<file path="config.mk">
export PLATFORM = sky130hd
export DESIGN_NAME = stereo_level_meter_unit
export DESIGN_NICKNAME = d
export VERILOG_FILES = /design/src/sv/slm_pkg.sv /design/src/sv/slm_divider.sv /design/src/sv/stereo_level_meter_unit.sv
export SDC_FILE = /design/constraint.sdc
export NUM_CORES = 2
export LEC_CHECK = 0
export BUFFER_PORTS_ARGS = -buffer_cell sky130_fd_sc_hd__buf_2
export CORE_MARGIN = 2
export CORE_UTILIZATION = 35
export CTS_CLUSTER_SIZE = 14
export DETAILED_ROUTE_END_ITERATION = 12
export MAX_ROUTING_LAYER = met4
export PLACE_DENSITY_LB_ADDON = 0.1
export SYNTH_ARGS = -nofsm -noshare
export SYNTH_HDL_FRONTEND = slang
export SYNTH_SLANG_ARGS = --single-unit
</file>
<file path="constraint.sdc">
create_clock -name clk_i -period 11 [get_ports clk_i]
set_clock_uncertainty 0.1 [all_clocks]
set_input_delay 0.55 -clock clk_i [delete_from_list [all_inputs] [get_ports clk_i]]
set_output_delay 0.55 -clock clk_i [all_outputs]
set_load 0.03 [all_outputs]
</file>
<file path="src/sv/slm_pkg.sv">
// Shared constants and types for the stereo level meter.
package slm_pkg;

  localparam int MAX_BLOCK_FRAMES = 256;
  localparam int RMS_WINDOW       = 1024;
  localparam int FS_KHZ           = 44;

  localparam int SAMPLE_W = 16;
  localparam int LEVEL_W  = 16;
  localparam int SUMSQ_W  = 39;
  localparam int ACC_W    = 41;
  localparam int FCNT_W   = 9;
  localparam int RCNT_W   = 11;
  localparam int HCNT_W   = 22;
  localparam int DIVD_W   = 41;
  localparam int DIVS_W   = 11;
  localparam int CFG_IDX_W = 8;

  localparam logic [HCNT_W-1:0] HOLD_CNT_MAX = {HCNT_W{1'b1}};

  // register indexes
  localparam logic [CFG_IDX_W-1:0] REG_HOLD_MS  = 8'd0;
  localparam logic [CFG_IDX_W-1:0] REG_CLIP_THR = 8'd1;

  localparam logic [15:0] HOLD_MS_RESET  = 16'd2000;
  localparam logic [15:0] CLIP_THR_RESET = 16'd32000;

  typedef struct packed {
    logic              start;
    logic [DIVD_W-1:0] dividend;
    logic [DIVS_W-1:0] divisor;
  } div_ctrl_t;

  typedef struct packed {
    logic              done;
    logic [DIVD_W-1:0] quotient;
  } div_stat_t;

endpackage

</file>
<file path="src/sv/slm_divider.sv">
// Restoring radix-2 divider, one quotient bit per cycle.
module slm_divider import slm_pkg::*; (
  input  logic      clk_i,
  input  logic      rst_ni,
  input  div_ctrl_t ctrl_i,
  output div_stat_t stat_o
);

  logic [DIVD_W-1:0] quo_q;
  logic [DIVS_W-1:0] rem_q;
  logic [DIVS_W-1:0] dvs_q;
  logic [5:0]        cnt_q;
  logic              busy_q;
  logic              done_q;
  logic [DIVS_W:0]   shifted;
  logic [DIVS_W:0]   diff;
  logic              ge;

  assign shifted = {rem_q, quo_q[DIVD_W-1]};
  assign ge      = shifted >= {1'b0, dvs_q};
  assign diff    = shifted - {1'b0, dvs_q};

  always_ff @(posedge clk_i or negedge rst_ni) begin
    if (!rst_ni) begin
      busy_q <= 1'b0;
      done_q <= 1'b0;
      cnt_q  <= '0;
    end else begin
      done_q <= 1'b0;
      if (ctrl_i.start) begin
        busy_q <= 1'b1;
        cnt_q  <= 6'(DIVD_W);
      end else if (busy_q) begin
        cnt_q <= cnt_q - 6'd1;
        if (cnt_q == 6'd1) begin
          busy_q <= 1'b0;
          done_q <= 1'b1;
        end
      end
    end
  end

  always_ff @(posedge clk_i) begin
    if (ctrl_i.start) begin
      quo_q <= ctrl_i.dividend;
      rem_q <= '0;
      dvs_q <= ctrl_i.divisor;
    end else if (busy_q) begin
      quo_q <= {quo_q[DIVD_W-2:0], ge};
      rem_q <= ge ? diff[DIVS_W-1:0] : shifted[DIVS_W-1:0];
    end
  end

  assign stat_o.done     = done_q;
  assign stat_o.quotient = quo_q;

endmodule

</file>
<file path="src/sv/stereo_level_meter_unit.sv">
// Stereo peak / hold / RMS level meter, top level.
//
// Input stream: one stereo frame per beat. tdata carries left_sample in
// bits 15:0 and right_sample in 31:16, tlast marks the last frame of a
// block, tuser carries clear_levels. A block also ends on its 256th frame.
// Output stream: one result beat per input frame with the six levels in
// tdata and the clip flags plus levels_updated in tuser.
// Config channel: cfg_index_i 0 = hold_ms, 1 = clip_threshold; always ready.
// Sequencing: a frame is squared bit-serially; a frame that does not end
// a block has its result loaded into the output register after the
// squaring. A block end adds up to nine divisions on the shared divider
// plus up to two 16-step square roots before the result is loaded.
// One frame is in flight at a time; the next frame is taken once the
// previous result sits in the output register, even if it is not yet taken.
// If the receiver stalls, the following result waits in the last step.
// Reset clears all meter state and the output valid; registers return to
// hold_ms 2000 and clip_threshold 32000.
module stereo_level_meter_unit import slm_pkg::*; (
  input  logic                 clk_i,
  input  logic                 rst_ni,
  input  logic                 s_axis_tvalid,
  output logic                 s_axis_tready,
  input  logic [31:0]          s_axis_tdata,   // left_sample, right_sample
  input  logic                 s_axis_tlast,
  input  logic                 s_axis_tuser,   // clear_levels
  output logic                 m_axis_tvalid,
  input  logic                 m_axis_tready,
  // peak_l, peak_r, rms_l, rms_r, hold_l, hold_r
  output logic [95:0]          m_axis_tdata,
  output logic [2:0]           m_axis_tuser,   // clip_l, clip_r, levels_updated
  input  logic                 cfg_valid_i,
  output logic                 cfg_ready_o,
  input  logic [CFG_IDX_W-1:0] cfg_index_i,
  input  logic [15:0]          cfg_data_i
);

  localparam logic [2:0] ST_IDLE  = 3'd0;
  localparam logic [2:0] ST_SQR   = 3'd1;
  localparam logic [2:0] ST_BEGIN = 3'd2;
  localparam logic [2:0] ST_LOAD  = 3'd3;
  localparam logic [2:0] ST_DIV   = 3'd4;
  localparam logic [2:0] ST_SQRT  = 3'd5;
  localparam logic [2:0] ST_FIN   = 3'd6;

  localparam logic [3:0] OP_PKL = 4'd0;
  localparam logic [3:0] OP_PKR = 4'd1;
  localparam logic [3:0] OP_HDL = 4'd2;
  localparam logic [3:0] OP_HDR = 4'd3;
  localparam logic [3:0] OP_SQL = 4'd4;
  localparam logic [3:0] OP_SQR = 4'd5;
  localparam logic [3:0] OP_RML = 4'd6;
  localparam logic [3:0] OP_RMR = 4'd7;
  localparam logic [3:0] OP_WIN = 4'd8;

  logic [2:0]  state_q;
  logic [3:0]  op_q;
  logic [15:0] hold_ms_q, clip_thr_q;

  logic [LEVEL_W-1:0] blk_max_q [2];
  logic [SUMSQ_W-1:0] sumsq_q   [2];
  logic [1:0]         blk_clip_q;
  logic [FCNT_W-1:0]  frame_cnt_q;
  logic [LEVEL_W-1:0] peak_q    [2];
  logic [LEVEL_W-1:0] hold_q    [2];
  logic [HCNT_W-1:0]  hold_cnt_q;
  logic [ACC_W-1:0]   acc_q     [2];
  logic [RCNT_W-1:0]  rms_cnt_q;
  logic [LEVEL_W-1:0] rms_q     [2];
  logic [1:0]         sticky_q;
  logic               ended_q, release_q;

  logic [15:0] mag_q  [2];
  logic [15:0] mult_q [2];
  logic [31:0] prod_q [2];
  logic [31:0] prod_d [2];
  logic [3:0]  step_q;

  logic [31:0] sq_x_q;
  logic [17:0] sq_rem_q;
  logic [15:0] sq_root_q;
  logic [19:0] sq_r;
  logic [19:0] sq_trial;
  logic        sq_ge;
  logic [15:0] sq_root_d;

  logic        out_valid_q;
  logic [95:0] out_data_q;
  logic [2:0]  out_user_q;

  div_ctrl_t div_ctrl;
  div_stat_t div_stat;

  logic        accept;
  logic        ch;
  logic [15:0] mag_in [2];
  logic [15:0] lv, pk;
  logic [19:0] attack_num;
  logic [22:0] decay_num;
  logic [FCNT_W-1:0] frame_cnt_new;
  logic        cap0, cap1;
  logic [HCNT_W:0]   hcnt_sum;
  logic [HCNT_W-1:0] hcnt_sat, hold_limit;
  logic [ACC_W-1:0]  quot;

  assign accept        = s_axis_tvalid && s_axis_tready;
  assign s_axis_tready = (state_q == ST_IDLE);
  assign cfg_ready_o   = 1'b1;
  assign ch            = op_q[0];
  assign quot          = div_stat.quotient;

  assign mag_in[0] = s_axis_tdata[15]  ? 16'(-s_axis_tdata[15:0])  : s_axis_tdata[15:0];
  assign mag_in[1] = s_axis_tdata[31]  ? 16'(-s_axis_tdata[31:16]) : s_axis_tdata[31:16];
  assign frame_cnt_new = (s_axis_tuser ? '0 : frame_cnt_q) + FCNT_W'(1);

  // per-channel shift-add squaring, MSB of multiplier first
  always_comb begin
    for (int i = 0; i < 2; i++) begin
      prod_d[i] = {prod_q[i][30:0], 1'b0} + (mult_q[i][15] ? 32'(mag_q[i]) : 32'd0);
    end
  end

  // hold capture and release decision
  assign cap0       = blk_max_q[0] > hold_q[0];
  assign cap1       = blk_max_q[1] > hold_q[1];
  assign hcnt_sum   = ((cap0 || cap1) ? (HCNT_W+1)'(0) : {1'b0, hold_cnt_q})
                      + (HCNT_W+1)'(frame_cnt_q);
  assign hcnt_sat   = hcnt_sum[HCNT_W] ? HOLD_CNT_MAX : hcnt_sum[HCNT_W-1:0];
  assign hold_limit = HCNT_W'(hold_ms_q) * HCNT_W'(FS_KHZ);

  // square root step: two radicand bits per cycle
  assign sq_r      = {sq_rem_q, sq_x_q[31:30]};
  assign sq_trial  = {2'b00, sq_root_q, 2'b01};
  assign sq_ge     = sq_r >= sq_trial;
  assign sq_root_d = {sq_root_q[14:0], sq_ge};

  assign lv         = peak_q[ch];
  assign pk         = blk_max_q[ch];
  assign attack_num = ({4'd0, pk} << 1) + {4'd0, pk} + ({4'd0, lv} << 3) - {4'd0, lv};
  assign decay_num  = 23'(lv) * 23'd95;

  always_comb begin
    div_ctrl.start    = (state_q == ST_LOAD);
    div_ctrl.dividend = '0;
    div_ctrl.divisor  = DIVS_W'(1);
    case (op_q)
      OP_PKL, OP_PKR: begin
        if (pk > lv) begin
          div_ctrl.dividend = DIVD_W'(attack_num);
          div_ctrl.divisor  = DIVS_W'(10);
        end else begin
          div_ctrl.dividend = DIVD_W'(decay_num);
          div_ctrl.divisor  = DIVS_W'(100);
        end
      end
      OP_HDL, OP_HDR: begin
        div_ctrl.dividend = DIVD_W'(20'(hold_q[ch]) * 20'd9);
        div_ctrl.divisor  = DIVS_W'(10);
      end
      OP_SQL, OP_SQR: begin
        div_ctrl.dividend = DIVD_W'(sumsq_q[ch]);
        div_ctrl.divisor  = DIVS_W'(frame_cnt_q);
      end
      OP_WIN: begin
        div_ctrl.dividend = DIVD_W'(RMS_WINDOW);
        div_ctrl.divisor  = DIVS_W'(frame_cnt_q);
      end
      OP_RML, OP_RMR: begin
        div_ctrl.dividend = acc_q[ch];
        div_ctrl.divisor  = rms_cnt_q;
      end
      default: ;
    endcase
  end

  slm_divider u_div (
    .clk_i  (clk_i),
    .rst_ni (rst_ni),
    .ctrl_i (div_ctrl),
    .stat_o (div_stat)
  );

  always_ff @(posedge clk_i or negedge rst_ni) begin
    if (!rst_ni) begin
      state_q     <= ST_IDLE;
      op_q        <= OP_PKL;
      hold_ms_q   <= HOLD_MS_RESET;
      clip_thr_q  <= CLIP_THR_RESET;
      blk_max_q   <= '{default: '0};
      sumsq_q     <= '{default: '0};
      blk_clip_q  <= '0;
      frame_cnt_q <= '0;
      peak_q      <= '{default: '0};
      hold_q      <= '{default: '0};
      hold_cnt_q  <= '0;
      acc_q       <= '{default: '0};
      rms_cnt_q   <= '0;
      rms_q       <= '{default: '0};
      sticky_q    <= '0;
      ended_q     <= 1'b0;
      release_q   <= 1'b0;
      step_q      <= '0;
      out_valid_q <= 1'b0;
    end else begin
      if (cfg_valid_i && cfg_ready_o) begin
        if (cfg_index_i == REG_HOLD_MS)  hold_ms_q  <= cfg_data_i;
        if (cfg_index_i == REG_CLIP_THR) clip_thr_q <= cfg_data_i;
      end
      if (state_q == ST_FIN && (!out_valid_q || m_axis_tready)) begin
        out_valid_q <= 1'b1;
      end else if (out_valid_q && m_axis_tready) begin
        out_valid_q <= 1'b0;
      end

      case (state_q)
        ST_IDLE: begin
          if (accept) begin
            if (s_axis_tuser) begin
              peak_q     <= '{default: '0};
              hold_q     <= '{default: '0};
              hold_cnt_q <= '0;
              acc_q      <= '{default: '0};
              rms_cnt_q  <= '0;
              rms_q      <= '{default: '0};
              sticky_q   <= '0;
              sumsq_q    <= '{default: '0};
            end
            for (int i = 0; i < 2; i++) begin
              if (s_axis_tuser || mag_in[i] > blk_max_q[i]) begin
                blk_max_q[i] <= (s_axis_tuser || mag_in[i] > blk_max_q[i]) &&
                                mag_in[i] > (s_axis_tuser ? 16'd0 : blk_max_q[i])
                                ? mag_in[i] : 16'd0;
              end
            end
            blk_clip_q  <= (s_axis_tuser ? 2'b00 : blk_clip_q) |
                           {mag_in[1] >= clip_thr_q, mag_in[0] >= clip_thr_q};
            frame_cnt_q <= frame_cnt_new;
            ended_q     <= s_axis_tlast || (frame_cnt_new == FCNT_W'(MAX_BLOCK_FRAMES));
            step_q      <= '0;
            state_q     <= ST_SQR;
          end
        end
        ST_SQR: begin
          step_q <= step_q + 4'd1;
          if (step_q == 4'd15) begin
            for (int i = 0; i < 2; i++) begin
              sumsq_q[i] <= sumsq_q[i] + SUMSQ_W'(prod_d[i]);
            end
            state_q <= ended_q ? ST_BEGIN : ST_FIN;
          end
        end
        ST_BEGIN: begin
          if (cap0) hold_q[0] <= blk_max_q[0];
          if (cap1) hold_q[1] <= blk_max_q[1];
          hold_cnt_q <= hcnt_sat;
          release_q  <= hcnt_sat > hold_limit;
          rms_cnt_q  <= rms_cnt_q + RCNT_W'(1);
          sticky_q   <= sticky_q | blk_clip_q;
          blk_clip_q <= '0;
          op_q       <= OP_PKL;
          state_q    <= ST_LOAD;
        end
        ST_LOAD: state_q <= ST_DIV;
        ST_DIV: begin
          if (div_stat.done) begin
            case (op_q)
              OP_PKL: begin
                peak_q[0] <= quot[15:0];
                op_q      <= OP_PKR;
                state_q   <= ST_LOAD;
              end
              OP_PKR: begin
                peak_q[1] <= quot[15:0];
                op_q      <= release_q ? OP_HDL : OP_SQL;
                state_q   <= ST_LOAD;
              end
              OP_HDL: begin
                hold_q[0] <= quot[15:0];
                op_q      <= OP_HDR;
                state_q   <= ST_LOAD;
              end
              OP_HDR: begin
                hold_q[1] <= quot[15:0];
                op_q      <= OP_SQL;
                state_q   <= ST_LOAD;
              end
              OP_SQL: begin
                acc_q[0] <= acc_q[0] + quot;
                op_q     <= OP_SQR;
                state_q  <= ST_LOAD;
              end
              OP_SQR: begin
                acc_q[1] <= acc_q[1] + quot;
                op_q     <= OP_WIN;
                state_q  <= ST_LOAD;
              end
              OP_WIN: begin
                if (rms_cnt_q >= quot[RCNT_W-1:0]) begin
                  op_q    <= OP_RML;
                  state_q <= ST_LOAD;
                end else begin
                  state_q <= ST_FIN;
                end
              end
              default: begin
                state_q <= ST_SQRT;
              end
            endcase
          end
        end
        ST_SQRT: begin
          step_q <= step_q + 4'd1;
          if (step_q == 4'd15) begin
            rms_q[ch] <= sq_root_d;
            acc_q[ch] <= '0;
            if (op_q == OP_RML) begin
              op_q    <= OP_RMR;
              state_q <= ST_LOAD;
            end else begin
              rms_cnt_q <= '0;
              state_q   <= ST_FIN;
            end
          end
        end
        ST_FIN: begin
          if (!out_valid_q || m_axis_tready) begin
            if (ended_q) begin
              blk_max_q   <= '{default: '0};
              sumsq_q     <= '{default: '0};
              frame_cnt_q <= '0;
            end
            state_q <= ST_IDLE;
          end
        end
        default: state_q <= ST_IDLE;
      endcase
    end
  end

  // datapath registers without reset
  always_ff @(posedge clk_i) begin
    if (accept) begin
      for (int i = 0; i < 2; i++) begin
        mag_q[i]  <= mag_in[i];
        mult_q[i] <= mag_in[i];
        prod_q[i] <= '0;
      end
    end else if (state_q == ST_SQR) begin
      for (int i = 0; i < 2; i++) begin
        mult_q[i] <= {mult_q[i][14:0], 1'b0};
        prod_q[i] <= prod_d[i];
      end
    end
    if (state_q == ST_DIV && div_stat.done) begin
      sq_x_q    <= quot[31:0];
      sq_rem_q  <= '0;
      sq_root_q <= '0;
    end else if (state_q == ST_SQRT) begin
      sq_x_q    <= {sq_x_q[29:0], 2'b00};
      sq_rem_q  <= sq_ge ? 18'(sq_r - sq_trial) : sq_r[17:0];
      sq_root_q <= sq_root_d;
    end
    if (state_q == ST_FIN && (!out_valid_q || m_axis_tready)) begin
      out_data_q <= {hold_q[1], hold_q[0], rms_q[1], rms_q[0], peak_q[1], peak_q[0]};
      out_user_q <= {ended_q, sticky_q[1], sticky_q[0]};
    end
  end

  // step_q wraps to zero after each 16-step pass, so every square root
  // starts from step zero
  assign m_axis_tvalid = out_valid_q;
  assign m_axis_tdata  = out_data_q;
  assign m_axis_tuser  = out_user_q;

endmodule

</file>
==> flow_metrics.env <==
export IMPL_critPathLaunchType="flip-flop"
export IMPL_syn_area_per_cell_um2=9.46
export IMPL_fin_tns_setup_ps=0
export IMPL_numCtsBuffers=94
export IMPL_period_needed_ps=7510
export IMPL_synth_top_area_cell="dfrtp_1"
export IMPL_synth_compound_area_frac=0.184
export IMPL_final_core_util=0.398
export IMPL_placed_cell_area_um2=56100
export IMPL_fmax_mhz=133
export IMPL_drtIter0Drc=2828
export IMPL_pin_count=165
export IMPL_rsz0062_at_grt="no"
export IMPL_nets=6433
export IMPL_combPwrFrac=0.577
export IMPL_synth_top_cells_by_area="dfrtp_1, edfxtp_1, ha_1"
export IMPL_postCtsResizedCells=0
export IMPL_swShare=0.464
export IMPL_holdCritPathClass="primary input to flip-flop"
export IMPL_grt_pass1_vias=41400
export IMPL_insertion_delay_ps=730
export IMPL_worstPathCellList="buf_4 -> mux2i_1 -> inv_1 -> ha_1 -> inv_1 -> fa_1 -> fa_1 -> inv_1 -> fa_1 -> ha_1 -> a211oi_1 -> nand2_1 -> o21ai_0 -> a31oi_1 -> a211oi_1 -> o21ai_0 -> a31oi_1 -> xor2_1 -> o2111ai_1 -> a221o_1"
export IMPL_place_congestion=0.899
export IMPL_fin_area_um2=59600
export IMPL_synth_nets=6261
export IMPL_ant_nets=0
export IMPL_reg2regPathDepth=20
export IMPL_syn_area_um2=52600
export IMPL_status="complete, no violations"
export IMPL_synth_top_family_by_area="compound AO/OA/AOI/OAI gates"
export IMPL_pwr_share_seq=0.249
export IMPL_die_y_um=392
export IMPL_post_cts_repair_setup_buffers=0
export IMPL_yosys_area_share_xor_xnor=0.0487
export IMPL_whs_path_depth=2
export IMPL_crit_family="adder cells"
export IMPL_irDropWorstVdd_mv=0.214
export IMPL_antenna_found_initial=15
export IMPL_cp_num_cells=20
export IMPL_powerDensity_nw_per_um2=321
export IMPL_cts_sinks=742
export IMPL_synth_edf_count=309
export IMPL_period_share=0.682
export IMPL_drv_slew=0
export IMPL_synth_simple_area_share=0.145
export IMPL_p_int_mw=10.3
export IMPL_rows=142
export IMPL_path_max_fanout=46
export IMPL_chipWidth_um=392
export IMPL_ys_warnings_count=0
export IMPL_cts_root_buf="clkbuf_16"
export IMPL_vias_per_cell=5.34
export IMPL_p_switching_mw=8.86
export IMPL_critPathKind="flip-flop to flip-flop"
export IMPL_clkPwrFrac=0.175
export IMPL_avgRoutedWirePerCell_um=22.2
export IMPL_worst_pin_slew_ps=1250
export IMPL_grt_pass1_wl_mm=263
export IMPL_cpMaxStageDelayCell="dfrtp_4"
export IMPL_synthTopCellsByCount="nand2_1, ha_1, o21ai_0"
export IMPL_ys_flop_type="dfrtp_1"
export IMPL_die_area_um2=154000
export IMPL_ys_seq_area_frac=0.378
export IMPL_slew_limit_headroom=0.157
export IMPL_ys_seq_elements=742
export IMPL_area_growth_pct=13.2
export IMPL_grt_ovfl_total=0
export IMPL_worst_ep_required_time_ps=11360
export IMPL_drive_above_1_share=0.0975
export IMPL_tritoncts="done"
export IMPL_htree_levels=3
export IMPL_grt_max_degree=133
export IMPL_end_kind="flip-flop"
export IMPL_netlist_instances=5562
export IMPL_cts_max_path_buffers=3
export IMPL_instances_no_fill=7837
export IMPL_synth_fa_ha_area_frac=0.166
export IMPL_drc_errors=0
export IMPL_initial_core_util=0.352
export IMPL_synth_cell_types=103
export IMPL_total_power_mw=19.1
export IMPL_hold_viol_final=0
export IMPL_yosysMostFrequentCell="nand2_1"
export IMPL_synthMuxAreaShare=0.0357
export IMPL_place_hpwl_mm=133
export IMPL_synth_top_area_frac=0.179
export IMPL_dp_cells=7636
export IMPL_totalWireLength_mm=174
export IMPL_vias=41800
export IMPL_maxCapViolations=0
export IMPL_async_reset_ff_frac=0.523
export IMPL_grtUsageTotal=0.232
export IMPL_hold_buffers=18
export IMPL_max_stage_delay_ps=840
export IMPL_clkTransAtPathRegs_ps=60
export IMPL_core_area_um2=150000
export IMPL_p_leak_nw=26.6
export IMPL_critPathBufInv=4
export IMPL_portBuffers=163
export IMPL_drtPass1Iterations=5
export IMPL_crit_arrival_ps=7860
export IMPL_setup_viol=0
==> cell type report <==
type	instances	area (µm²)
flip-flops and latches	742	19900
clock inverters	52	704
inverters	389	1460
well taps	2016	2520
repair buffers	278	1750
diodes	5	12.5
fillers	15000	90000
clock buffers	126	2640
multi-input cells	4229	30600
==> per-layer routing <==
| metal | wire, µm | global-route usage | up-vias |
|---|---|---|---|
| li1 | - | - | 20400 |
| met1 | 80800 | 0.308 | 20500 |
| met2 | 82300 | 0.379 | 805 |
| met3 | 6430 | 0.0245 | 178 |
| met4 | 4110 | 0.0558 | 0 |
| met5 | 0 | - | - |
==> power by group through the flow <==
stage	Clock (mW)	Combinational (mW)	Sequential, mW
6_report	3.34	11.0	4.75
5_1_grt	3.53	12.5	4.86
4_1_cts	3.43	11.1	4.76
3_3_place_gp	0	11.0	4.79
3_5_place_dp	0	11.0	4.81
2_1_floorplan	0	8.03	4.57
==> kinds of logic (layout without fill, tap and decap cells) <==
kind of cell	Yosys count	count (layout)
other	1	6
buffers and inverters	591	845
AO/OA/AOI/OAI	1504	1504
multiplexers	178	178
AND/OR/NAND/NOR	1617	1617
flip-flops	742	742
adder cells (fa/ha/maj)	636	636
XOR/XNOR	293	293
==> flip-flops by register name, indices dropped and copies added, names as in the netlist, 6 cells and up <==
| signal | flops |
|---|---|
| sumsq_q | 78 |
| hold_ms_q | 16 |
| clip_thr_q | 16 |
| m_axis_tdata | 96 |
| u_div.cnt_q | 6 |
| rms_q | 32 |
| hold_cnt_q | 22 |
| acc_q | 82 |
| u_div.quo_q | 41 |
| hold_q | 32 |
| u_div.rem_q | 11 |
| peak_q | 32 |
| mult_q | 32 |
| frame_cnt_q | 9 |
| rms_cnt_q | 11 |
| u_div.dvs_q | 11 |
| sq_root_q | 16 |
| sq_x_q | 32 |
| blk_max_q | 32 |
| prod_q | 62 |
| mag_q | 32 |
| sq_rem_q | 18 |
==> placed cells by master (no fill, tap or decap), types with 82 or more instances in the layout <==
master,synthesis,layout
nor2_1,377,374
buf_4,1,96
clkbuf_16,0,97
fa_1,105,105
buf_2,6,162
mux2i_1,98,98
a21o_1,154,154
edfxtp_1,309,309
a21oi_1,342,342
xnor2_1,175,175
inv_1,388,386
dfrtp_1,376,375
nand2_1,567,564
nand2b_1,83,82
and2_1,100,100
ha_1,531,531
nand3_1,111,110
xor2_1,118,118
o21ai_0,451,451
==> worst paths after layout <==
kind,from,endpoint,slack [ps]
worst max register to register,op_q[0]$_DFFE_PN0P_,u_div.quo_q[19]$_DFFE_PP_,3490
min in group asynchronous,rst_ni,acc_q[29]$_DFFE_PN0P_,260
worst min-delay path,s_axis_tdata[16],mag_q[0][16]$_DFFE_PP_,170
max in group asynchronous,rst_ni,rms_cnt_q[0]$_DFFE_PN0P_,8560
worst min register to register,rms_q[1]$_DFFE_PN0P_,m_axis_tdata[49]$_DFFE_PP_,330
worst max-delay path,op_q[0]$_DFFE_PN0P_,u_div.quo_q[19]$_DFFE_PP_,3490
==> metrics by stage <==
| stage | hold WS (ps) | setup slack (ps) |
|---|---|---|
| floorplan | 154 | 3760 |
| global placement | 333 | 3380 |
| detailed placement | 332 | 3340 |
| CTS | 130 | 3320 |
| global route | 149 | 2960 |
| finish | 170 | 3490 |
Power figures use the tool's default switching activity.
